<file path="src/design/udpdt_pkg.sv">
// Package for the UDP port demux table: command and status codes,
// the request token that walks the cell row, and the bind write bus.
// No dependencies.
package udpdt_pkg;

    localparam int ENTRIES_DEF = 16;
    localparam int ENTRIES_MAX = 256;
    localparam int IDX_W       = $clog2(ENTRIES_MAX);
    localparam int CNT_W       = $clog2(ENTRIES_MAX + 1);

    localparam logic [2:0] CMD_LOOKUP = 3'd0;
    localparam logic [2:0] CMD_BIND   = 3'd1;
    localparam logic [2:0] CMD_UNBIND = 3'd2;
    localparam logic [2:0] CMD_SET_MC = 3'd3;
    localparam logic [2:0] CMD_SET_BC = 3'd4;

    localparam logic [1:0] CAST_UNI   = 2'd0;
    localparam logic [1:0] CAST_MULTI = 2'd1;
    localparam logic [1:0] CAST_BCAST = 2'd2;
    localparam logic [1:0] CAST_BAD   = 2'd3;

    localparam logic [1:0] ST_OK     = 2'd0;
    localparam logic [1:0] ST_IN_USE = 2'd1;
    localparam logic [1:0] ST_FULL   = 2'd2;
    localparam logic [1:0] ST_NONE   = 2'd3;

    typedef struct packed {
        logic             valid;
        logic [2:0]       cmd;
        logic [15:0]      port;
        logic [7:0]       sock;
        logic [1:0]       cast;
        logic             en;
        logic             done;
        logic             hit;
        logic [7:0]       target;
        logic [IDX_W-1:0] idx;
        logic             conf;
        logic             free_found;
        logic [IDX_W-1:0] free_idx;
        logic [CNT_W-1:0] removed;
    } t_tok;

    typedef struct packed {
        logic             we;
        logic [IDX_W-1:0] idx;
        logic [15:0]      port;
        logic [7:0]       sock;
    } t_commit;

endpackage

</file>
<file path="src/design/udp_port_demux_table.sv">
// Each request walks a row of ENTRIES slot cells, one cell per cycle. Its response
// passes from the launch register through the cell row and the hold register to
// the output register; it waits in the hold register while the output register
// still holds an unread response. One request is in the row at a time, and the
// next is taken as soon as the response has moved to the output register, even
// while that response waits to be read. The table is empty after reset.
// Counters wrap at 2^32.
// Top level of the UDP port demux table. Depends on udpdt_pkg, udpdt_cell.
module udp_port_demux_table #(
    parameter int ENTRIES = udpdt_pkg::ENTRIES_DEF
) (
    input  logic        i_clk,
    input  logic        i_rst_n,
    input  logic        i_s_axis_tvalid,
    output logic        o_s_axis_tready,
    // port_number[15:0], socket_id[23:16], cast_type[25:24], enable[26]
    input  logic [31:0] i_s_axis_tdata,
    // cmd[2:0]
    input  logic [2:0]  i_s_axis_tuser,
    output logic        o_m_axis_tvalid,
    input  logic        i_m_axis_tready,
    // status[1:0], target_socket[9:2], slot_index[13:10],
    // removed_count[18:14], event_count[50:19]
    output logic [55:0] o_m_axis_tdata
);
    import udpdt_pkg::*;

    typedef enum logic [1:0] {
        S_IDLE,
        S_WALK,
        S_HOLD
    } t_state;

    typedef struct packed {
        logic [1:0]  status;
        logic [7:0]  target;
        logic [3:0]  slot;
        logic [4:0]  removed;
        logic [31:0] event_cnt;
    } t_resp;

    t_state      r_state;
    t_tok        r_launch;
    t_tok        n_launch;
    t_resp       r_hold;
    logic        r_out_valid;
    logic [55:0] r_out_data;
    logic [31:0] r_deliv0;
    logic [31:0] r_deliv1;
    logic [31:0] r_deliv2;
    logic [31:0] r_drop;

    t_tok         w_tok [0:ENTRIES];
    logic [ENTRIES-1:0] w_tv;
    t_tok         w_exit;
    t_commit      w_commit;
    t_resp        w_resp;
    logic [31:0]  w_sel;
    logic [31:0]  w_inc;
    logic         w_accept;
    logic         w_load;

    assign w_tok[0] = r_launch;
    assign w_exit   = w_tok[ENTRIES];
    assign w_accept = i_s_axis_tvalid && o_s_axis_tready;
    assign w_load   = (r_state == S_HOLD) && (!r_out_valid || i_m_axis_tready);

    for (genvar g = 0; g < ENTRIES; g++) begin : g_cell
        udpdt_cell #(
            .IDX (g)
        ) u_cell (
            .i_clk    (i_clk),
            .i_rst_n  (i_rst_n),
            .i_tok    (w_tok[g]),
            .i_commit (w_commit),
            .o_tok    (w_tok[g+1])
        );
        assign w_tv[g] = w_tok[g+1].valid;
    end

    assign w_commit.we   = w_exit.valid && (w_exit.cmd == CMD_BIND) &&
                           !w_exit.conf && w_exit.free_found;
    assign w_commit.idx  = w_exit.free_idx;
    assign w_commit.port = w_exit.port;
    assign w_commit.sock = w_exit.sock;

    always_comb begin
        n_launch = '0;
        if (w_accept) begin
            n_launch.valid = 1'b1;
            n_launch.cmd   = i_s_axis_tuser;
            n_launch.port  = i_s_axis_tdata[15:0];
            n_launch.sock  = i_s_axis_tdata[23:16];
            n_launch.cast  = i_s_axis_tdata[25:24];
            n_launch.en    = i_s_axis_tdata[26];
        end
    end

    always_comb begin
        if (w_exit.hit) begin
            unique case (w_exit.cast)
                CAST_UNI:   w_sel = r_deliv0;
                CAST_MULTI: w_sel = r_deliv1;
                default:    w_sel = r_deliv2;
            endcase
        end else begin
            w_sel = r_drop;
        end
    end

    assign w_inc = w_sel + 32'd1;

    always_comb begin
        w_resp = '0;
        w_resp.status = ST_NONE;
        unique case (w_exit.cmd)
            CMD_LOOKUP: begin
                w_resp.event_cnt = w_inc;
                if (w_exit.hit) begin
                    w_resp.status = ST_OK;
                    w_resp.target = w_exit.target;
                    w_resp.slot   = w_exit.idx[3:0];
                end
            end
            CMD_BIND: begin
                if (w_exit.conf) begin
                    w_resp.status = ST_IN_USE;
                    w_resp.slot   = w_exit.idx[3:0];
                end else if (w_exit.free_found) begin
                    w_resp.status = ST_OK;
                    w_resp.slot   = w_exit.free_idx[3:0];
                end else begin
                    w_resp.status = ST_FULL;
                end
            end
            CMD_UNBIND: begin
                w_resp.status  = ST_OK;
                w_resp.removed = w_exit.removed[4:0];
            end
            CMD_SET_MC, CMD_SET_BC: begin
                if (w_exit.done) begin
                    w_resp.status = ST_OK;
                    w_resp.slot   = w_exit.idx[3:0];
                end
            end
            default: begin
                w_resp.status = ST_NONE;
            end
        endcase
    end

    always_ff @(posedge i_clk) begin
        if (!i_rst_n) begin
            r_state     <= S_IDLE;
            r_launch    <= '0;
            r_out_valid <= 1'b0;
            r_deliv0    <= '0;
            r_deliv1    <= '0;
            r_deliv2    <= '0;
            r_drop      <= '0;
        end else begin
            r_launch <= n_launch;
            if (w_load) begin
                r_out_valid <= 1'b1;
            end else if (r_out_valid && i_m_axis_tready) begin
                r_out_valid <= 1'b0;
            end
            unique case (r_state)
                S_IDLE: begin
                    if (w_accept) begin
                        r_state <= S_WALK;
                    end
                end
                S_WALK: begin
                    if (w_exit.valid) begin
                        r_hold <= w_resp;
                        if (w_exit.cmd == CMD_LOOKUP) begin
                            if (!w_exit.hit) begin
                                r_drop <= w_inc;
                            end else if (w_exit.cast == CAST_UNI) begin
                                r_deliv0 <= w_inc;
                            end else if (w_exit.cast == CAST_MULTI) begin
                                r_deliv1 <= w_inc;
                            end else begin
                                r_deliv2 <= w_inc;
                            end
                        end
                        r_state <= S_HOLD;
                    end
                end
                S_HOLD: begin
                    if (w_load) begin
                        r_out_data <= {5'd0, r_hold.event_cnt, r_hold.removed,
                                       r_hold.slot, r_hold.target, r_hold.status};
                        r_state    <= S_IDLE;
                    end
                end
                default: begin
                    r_state <= S_IDLE;
                end
            endcase
        end
    end

    assign o_s_axis_tready = (r_state == S_IDLE);
    assign o_m_axis_tvalid = r_out_valid;
    assign o_m_axis_tdata  = r_out_data;

`ifndef ASSERT_OFF
    a_one_request: assert property (@(posedge i_clk) disable iff (!i_rst_n)
        $onehot0(w_tv))
        else $error("more than one request in the cell row");

    a_exit_in_walk: assert property (@(posedge i_clk) disable iff (!i_rst_n)
        w_exit.valid |-> (r_state == S_WALK))
        else $error("request left the cell row outside the walk");

    a_idle_row_empty: assert property (@(posedge i_clk) disable iff (!i_rst_n)
        w_accept |-> (w_tv == '0) && !r_launch.valid)
        else $error("request taken while the row is busy");

    a_commit_free: assert property (@(posedge i_clk) disable iff (!i_rst_n)
        w_commit.we |-> !w_exit.conf && (w_exit.cmd == CMD_BIND))
        else $error("slot fill without a free bind");
`endif

endmodule

</file>
<file path="src/design/udpdt_cell.sv">
// One slot of the UDP port demux table: holds the slot and advances the
// request token by one cell per cycle.
// Depends on udpdt_pkg.
module udpdt_cell #(
    parameter int IDX = 0
) (
    input  logic               i_clk,
    input  logic               i_rst_n,
    input  udpdt_pkg::t_tok    i_tok,
    input  udpdt_pkg::t_commit i_commit,
    output udpdt_pkg::t_tok    o_tok
);
    import udpdt_pkg::*;

    localparam logic [IDX_W-1:0] MY_IDX = IDX_W'(IDX);

    logic        r_valid;
    logic [15:0] r_port;
    logic [7:0]  r_sock;
    logic        r_mc;
    logic        r_bc;
    t_tok        r_tok;
    t_tok        n_tok;

    logic w_port_hit;
    logic w_sock_hit;
    logic w_accept;
    logic w_fill;

    assign w_port_hit = r_valid && (r_port == i_tok.port);
    assign w_sock_hit = r_valid && (r_sock == i_tok.sock);
    assign w_accept   = (i_tok.cast == CAST_UNI) ||
                        ((i_tok.cast == CAST_MULTI) && r_mc) ||
                        ((i_tok.cast == CAST_BCAST) && r_bc);
    assign w_fill     = i_commit.we && (i_commit.idx == MY_IDX);

    always_comb begin
        n_tok = i_tok;
        unique case (i_tok.cmd)
            CMD_LOOKUP: begin
                if (!i_tok.done && w_port_hit) begin
                    if (i_tok.cast == CAST_BAD) begin
                        n_tok.done = 1'b1;
                    end else if (w_accept) begin
                        n_tok.done   = 1'b1;
                        n_tok.hit    = 1'b1;
                        n_tok.target = r_sock;
                        n_tok.idx    = MY_IDX;
                    end
                end
            end
            CMD_BIND: begin
                if (w_port_hit && !i_tok.conf) begin
                    n_tok.conf = 1'b1;
                    n_tok.idx  = MY_IDX;
                end
                if (!r_valid && !i_tok.free_found) begin
                    n_tok.free_found = 1'b1;
                    n_tok.free_idx   = MY_IDX;
                end
            end
            CMD_UNBIND: begin
                if (w_sock_hit) begin
                    n_tok.removed = i_tok.removed + CNT_W'(1);
                end
            end
            CMD_SET_MC, CMD_SET_BC: begin
                if (!i_tok.done && w_sock_hit) begin
                    n_tok.done = 1'b1;
                    n_tok.idx  = MY_IDX;
                end
            end
            default: begin
                n_tok = i_tok;
            end
        endcase
    end

    always_ff @(posedge i_clk) begin
        if (!i_rst_n) begin
            r_valid <= 1'b0;
            r_tok   <= '0;
        end else begin
            r_tok <= n_tok;
            if (w_fill) begin
                r_valid <= 1'b1;
            end else if (i_tok.valid && (i_tok.cmd == CMD_UNBIND) && w_sock_hit) begin
                r_valid <= 1'b0;
            end
        end
    end

    always_ff @(posedge i_clk) begin
        if (w_fill) begin
            r_port <= i_commit.port;
            r_sock <= i_commit.sock;
            r_mc   <= 1'b0;
            r_bc   <= 1'b0;
        end else if (i_tok.valid && !i_tok.done && w_sock_hit) begin
            if (i_tok.cmd == CMD_SET_MC) begin
                r_mc <= i_tok.en;
            end else if (i_tok.cmd == CMD_SET_BC) begin
                r_bc <= i_tok.en;
            end
        end
    end

    assign o_tok = r_tok;

endmodule
</file>
<file path="config.mk">
export PLATFORM = sky130hd
export DESIGN_NAME = udp_port_demux_table
export DESIGN_NICKNAME = d
export VERILOG_FILES = /design/src/design/udpdt_pkg.sv /design/src/design/udp_port_demux_table.sv /design/src/design/udpdt_cell.sv
export SDC_FILE = /design/constraint.sdc
export NUM_CORES = 2
export LEC_CHECK = 0
export BUFFER_PORTS_ARGS = -buffer_cell sky130_fd_sc_hd__clkbuf_2
export CORE_ASPECT_RATIO = 1.25
export CORE_MARGIN = 3
export CORE_UTILIZATION = 55
export CTS_CLUSTER_SIZE = 16
export DETAILED_ROUTE_END_ITERATION = 6
export PLACE_DENSITY = 0.77
export SLEW_MARGIN = 15
export SYNTH_ARGS = -nofsm -noshare
export SYNTH_HDL_FRONTEND = slang
export SYNTH_SLANG_ARGS = --single-unit
</file>
<file path="constraint.sdc">
create_clock -name i_clk -period 8.1 [get_ports i_clk]
set_clock_uncertainty 0.2 [all_clocks]
set_input_delay 1.62 -clock i_clk [delete_from_list [all_inputs] [get_ports i_clk]]
set_output_delay 1.62 -clock i_clk [all_outputs]
set_load 0.1 [all_outputs]
</file>
# [Word-level counts from Yosys, hierarchy flattened]
# Cells that the tools add are included.
[totals] register_bits=1743
[classes] add_sub_neg=17 n_eq_ne=169 mux=274 bitwise=19 n_reduce_logical=424
[op_table] operator="$mux 18" n=32
[op_table] operator="$mux 9" n=47
[op_table] operator="$pmux 8 s3" n=15
[op_table] operator="$mux 17" n=16
[op_table] operator="$eq 16x16->1" n=16
[op_table] operator="$logic_and 1x1->1" n=214
[op_table] operator="$mux 5" n=33
[op_table] operator="$mux 10" n=16
[op_table] operator="$eq 8x8->1" n=16
[op_table] operator="$mux 8" n=15
[op_table] operator="$eq 3x2->1 const B" n=34
[op_table] operator="$add 5x1->5 const B" n=15
[op_table] operator="$eq 2x2->1 const B" n=33
[op_table] operator="$logic_not 1->1" n=66
[op_table] operator="$mux 1" n=66
[op_table] operator="$eq 8x4->1 const B" n=8
[op_table] operator="$pmux 32 s2" n=1
[op_table] operator="$reduce_and 3->1" n=19
[op_table] operator="$eq 3x1->1 const B" n=17
[op_table] operator="$eq 3x3->1 const B" n=17
[op_table] operator="$logic_not 3->1" n=17
[op_table] operator="$eq 2x1->1 const B" n=18
[op_table] operator="$logic_not 2->1" n=18
[op_table] operator="$reduce_and 2->1" n=18
[op_table] operator="24 further kinds" n=136

# [Logic depth before layout (Yosys ltp)]
[depth] depth_word=8 depth_mapped=15 depth_no_buf=10

# [Modules after synthesis]
# Synthesis repeated with hierarchy kept, for this count alone.
[hier_totals] hier_cells=6225 area_unflattened_um2=68544.5
[by_module_without_submodules] mod="udpdt_cell at g_cell[1].u_cell ..." n_inst=4 cells_each=292 area_per_inst_um2=3530.9 seq_area_each_um2=2142.1
[by_module_without_submodules] mod="udp_port_demux_table" n_inst=1 cells_each=1277 area_per_inst_um2=12165.4 seq_area_each_um2=6306.0
[by_module_without_submodules] mod="udpdt_cell at g_cell[5].u_cell ..." n_inst=3 cells_each=313 area_per_inst_um2=3525.9 seq_area_each_um2=2142.1
[by_module_without_submodules] mod="udpdt_cell at g_cell[13].u_cell ..." n_inst=2 cells_each=324 area_per_inst_um2=3594.7 seq_area_each_um2=2142.1
[by_module_without_submodules] mod="udpdt_cell at g_cell[11].u_cell" n_inst=1 cells_each=327 area_per_inst_um2=3612.2 seq_area_each_um2=2142.1
[by_module_without_submodules] mod="udpdt_cell at g_cell[3].u_cell" n_inst=1 cells_each=318 area_per_inst_um2=3553.4 seq_area_each_um2=2142.1
[by_module_without_submodules] mod="udpdt_cell at g_cell[7].u_cell" n_inst=1 cells_each=313 area_per_inst_um2=3509.6 seq_area_each_um2=2142.1
[by_module_without_submodules] mod="udpdt_cell at g_cell[12].u_cell" n_inst=1 cells_each=316 area_per_inst_um2=3499.6 seq_area_each_um2=2142.1
[by_module_without_submodules] mod="udpdt_cell at g_cell[10].u_cell" n_inst=1 cells_each=314 area_per_inst_um2=3470.8 seq_area_each_um2=2142.1
[by_module_without_submodules] mod="udpdt_cell at g_cell[15].u_cell" n_inst=1 cells_each=303 area_per_inst_um2=3447.1 seq_area_each_um2=2142.1
[by_module_without_submodules] mod="udpdt_cell at g_cell[0].u_cell" n_inst=1 cells_each=302 area_per_inst_um2=3395.8 seq_area_each_um2=2142.1

# [Worst setup path after synthesis]
# Ideal clock, no wire load.
[synth_path] path_kind="input-to-reg" startpoint="input port i_rst_n" endpoint="register r_hold[0] (netlist name) (enable)" setup_time_ns=0.523 arrival_ns=5.926 required_ns=7.377 setup_slack_ns=1.451 stages=5 n_path_buf=3 cell_sequence="clkbuf_1 > inv_1 > clkbuf_1 > clkbuf_1 > nor3_1"
[synth_between] elab_chain_cells=1
[synth_lines] item="start, declared" line="udp_port_demux_table.sv:13" rtl="input logic i_rst_n,"
[synth_lines] item="$reduce_and 3->1 (no line)"
[synth_lines] item="end signal, assigned" line="udp_port_demux_table.sv:176" rtl="r_hold <= w_resp;"
[synth_lines] item="end, declared" line="udp_port_demux_table.sv:45" rtl="t_resp r_hold;"
# No other way between the ends.
# A chain may end at the register's enable or synchronous reset.

# [Worst setup path in the final report]
[layout_path] startpoint="register g_cell[15].u_cell.r_tok, in the netlist g_cell[15].u_cell.o_tok[39]" endpoint="register r_hold[21] (netlist name), data pin"
[layout_between] elab_chain_cells=4 word_cells_on_any_way=5
[layout_lines] item="start, declared" line="udpdt_cell.sv:22" rtl="t_tok r_tok;"
[layout_lines] item="start signal, assigned" line="udpdt_cell.sv:84" rtl="r_tok <= n_tok;"
[layout_lines] item="$eq 2x1->1 or $logic_not 2->1 (tied branches)" line="udp_port_demux_table.sv:101" rtl="unique case (w_exit.cast)"
[layout_lines] item="$pmux 32 s2 *" line="udp_port_demux_table.sv:101"
[layout_lines] item="$mux 32 *" line="udp_port_demux_table.sv:100" rtl="if (w_exit.hit) begin"
[layout_lines] item="$add 32x1->32 *" line="udp_port_demux_table.sv:111" rtl="assign w_inc = w_sel + 32'd1;"
# Every way passes the cells marked *; elsewhere a longest branch is shown, timed or not.

==> impl_metrics.csv <==
group,metric,value,unit
status,status,"finished, final reports clean",
setup_path,cp.arrival,4.60,ns
power,power_density,234.6,mW/mm^2
power,pwr-share-comb,0.9,%
clock_network,cts_sinks,1551,
floorplanning,die_area,0.1066,sq mm
power,p_clk_share,45.0,%
detailed_routing,drt-pass1-iter-count,7,
setup_path,critical_path_required,8.35,ns
hold_path,min-delay-start,"g_cell[10].u_cell.o_tok[11]",
power,p_switching,2947,uW
power,peakVddDrop,214.6,uV
detailed_routing,dr.first_iter.drc_count,1885,
placed_design,place_congestion,0.8981,
detailed_routing,viasPerCell,5.342,
floorplanning,die_w,292.6,um
logic_synthesis,yosys_most_used_dff,"dfxtp_1",
hold_path,min_path_cells,2,
setup_path,worstSetupEndpointType,"flip-flop",
sta,whs,0.1941,ns
setup_path,critical_path_class,"reg -> reg",
detailed_routing,drtAntennaViolNets,0,
detailed_routing,totalWireLength,116.6,mm
clock_network,clk_pin_slew,0.06,ns
logic_synthesis,synth_top_area_share,37.76,%
floorplanning,start_util,55.81,%
logic_synthesis,synth_most_common_cell,"dfxtp_1",
detailed_routing,num_vias,34720,
flow_run,drv_cap,0,
setup_path,r2r_cells,9,
final_layout,final_area,0.06298,sq mm
clock_network,hold_buffers,0,
global_route,track_usage,21.82,%
sta,fin_crit_sh,53.64,%
logic_synthesis,synth.area.top_cells,"dfxtp_1 38%, edfxtp_1 26%, and2_1 6.1%",
detailed_routing,wl_per_cell,17.94,um
clock_network,clockBufferDepth,3,
power,leakagePower,0.02207,uW
logic_synthesis,ys_top_cells_by_count,"1065 x dfxtp_1, 553 x and2_1, 548 x nor2_1, 486 x edfxtp_1, 331 x nand2_1",
power,p_int,11830,uW
clock_network,clk_latency,0.75,ns
power,p_total,14770,uW
clock_network,numCtsBuffers,143,
logic_synthesis,synth.largest_area_cell,"dfxtp_1",
power,seqPwrFrac,54.1,%
logic_synthesis,synth_edf_count,486,
logic_synthesis,async_reset_ff_share,0,%
clock_network,cts_resized,0,
floorplanning,io_pins,97,
placed_design,pre_cts_slack,3.848,ns
sta,fmax,0.2302,GHz
placed_design,place_area,0.05816,sq mm
global_route,first_global_vias,34960,
sta,drv_slew,0,
setup_path,r2r-end,"r_hold[21]",
sta,slew_headroom,24.82,%
setup_path,cp-start-kind,"flip-flop",
clock_network,cts_max_level,4,
detailed_routing,drc,0,
final_layout,syn_to_final_growth,11.54,%
power,sw_frac_of_total,19.95,%
global_route,antenna_found_initial,4,
hold_path,holdCritPathClass,"reg -> reg",
global_route,grt_overflow_total,0,
final_layout,n_fill_cell,7843,
sta,period_needed,4.345,ns
sta,finalWorstSetupSlack,3.755,ns
placed_design,dp_hpwl,79.71,mm
sta,setup_viol,0,
floorplanning,core_area,0.1012,sq mm
sta,tns,0,ns
clock_network,tritoncts,"built",
global_route,grt_pass1_wl,183.1,mm
final_layout,drive_above_1_share,8.213,%
setup_path,reg2reg_from,"g_cell[15].u_cell.o_tok[39]",
logic_synthesis,seq_area_frac_synth,63.61,%
logic_synthesis,syn_area,0.05646,sq mm
logic_synthesis,synth-seq-cells,1551,
placed_design,port_buffers,86,
sta,tightest_slew,1.123,ns
hold_path,hold_end,"g_cell[11].u_cell.o_tok[11]",
logic_synthesis,synth.avg_cell_area,11.32,sq um
floorplanning,row_count,130,
global_route,grt_max_degree,220,
sta,rsz0062_at_grt,"false",
floorplanning,die_h,364.2,um
final_layout,nNetsFinal,5108,
setup_path,critPathMaxFanout,72,
logic_synthesis,syn_inst,4990,
clock_network,post_cts_buffers,0,
logic_synthesis,yosys_warnings,0,
clock_network,clock-root-buffer,"clkbuf_16",
setup_path,reg2reg_slack,3.76,ns
logic_synthesis,yosysUniqueCellTypes,84,
sta,report.final.hold_viol_count,0,
==> worst max-delay path by stage <==
stage	startpoint	end	slack, ns	cells after the start
6_report	g_cell[15].u_cell.o_tok[39]	r_hold[21]	3.76	9
5_1_grt	g_cell[15].u_cell.o_tok[39]	r_hold[21]	3.53	9
4_1_cts	g_cell[15].u_cell.o_tok[39]	r_hold[21]	3.80	9
3_5_place_dp	g_cell[15].u_cell.o_tok[39]	r_hold[21]	3.85	9
3_3_place_gp	i_rst_n	r_deliv1[22]	3.91	5
2_1_floorplan	i_rst_n	r_hold[0]	1.45	5
==> registers in the layout (all words and copies together), names as in the netlist, 16 cells and up <==
name / count
g_cell.u_cell.r_valid: 16
g_cell.u_cell.r_port: 256
r_deliv1: 32
g_cell.u_cell.r_sock: 128
g_cell.u_cell.o_tok: 855
g_cell.u_cell.r_bc: 16
r_drop: 32
r_deliv0: 32
g_cell.u_cell.r_mc: 16
o_m_axis_tdata: 51
r_launch: 31
r_deliv2: 32
r_hold: 51
==> cell type report <==
class	instances	area (sq um)	share of cell area, %
antenna	4	10.01	0.01589
clock inverter	53	618.1	0.9814
timing repair buffer	134	813.3	1.291
inverter	68	262.8	0.4172
clock buffer	213	4187	6.647
multi-input combinational	3156	19520	30.99
sequential	1551	35920	57.03
tap	1320	1652	2.622
==> metrics by stage <==
step,cells,util [%]
2_1_floorplan,4994,-
3_3_place_gp,6229,57.49
3_5_place_dp,6229,57.49
4_1_cts,6495,62.24
5_1_grt,6499,62.25
6_report,6499,62.25
==> critical path, stage by stage (launching register included) <==
cell	delay [ns]
dfxtp_2	0.31
buf_4	0.32
nand2b_1	0.60
o221ai_1	0.57
nand4_1	0.37
nor3_2	0.48
nand3_1	0.40
nor3_1	0.30
xor2_1	0.36
nor2_1	0.11
==> cell families (layout without fill, tap and decap cells) <==
family          count (synthesis)  count (layout)  synth area share (%)
simple gates                 1986            1986                 18.17
flops                        1551            1551                 63.61
compound gates                490             490                 5.103
xor+xnor                      462             462                 7.180
buf+inv                       287             468                 2.052
mux                           198             198                 3.552
fa+ha+maj                      15              15                0.3324
other cells                     1               9              0.006642
==> layout by cell type (no fill, tap or decap), types with 34 or more instances in the layout <==
cell type / instances
dfxtp_1: 1062
and2_1: 553
nor2_1: 536
edfxtp_1: 486
nand2_1: 331
xnor2_1: 251
a21oi_1: 217
xor2_1: 210
mux2i_1: 179
clkbuf_16: 147
o21ai_0: 121
nand3_1: 119
clkbuf_2: 85
nand4_1: 73
nor4_1: 67
inv_1: 66
nor3_1: 56
buf_4: 47
clkbuf_1: 40
and3_1: 36
o21a_1: 34
==> power groups by stage <==
stage | Clock, uW | Sequential (uW) | Combinational [uW]
3_5_place_dp | 0 | 8160 | 132
5_1_grt | 7110 | 7980 | 144
6_report | 6650 | 7990 | 132
3_3_place_gp | 0 | 8160 | 131
4_1_cts | 6770 | 7990 | 132
2_1_floorplan | 0 | 8150 | 98.5
==> layer usage <==
layer / wire, um / GRT usage, % / up-vias
li1: - / - / 17090
met1: 42810 / 22.28 / 16450
met2: 62080 / 41.33 / 821
met3: 4063 / 3.120 / 363
met4: 7626 / 14.37 / 0
met5: 0 / 0 / -
No activity file was read; power rests on OpenSTA's default activity.
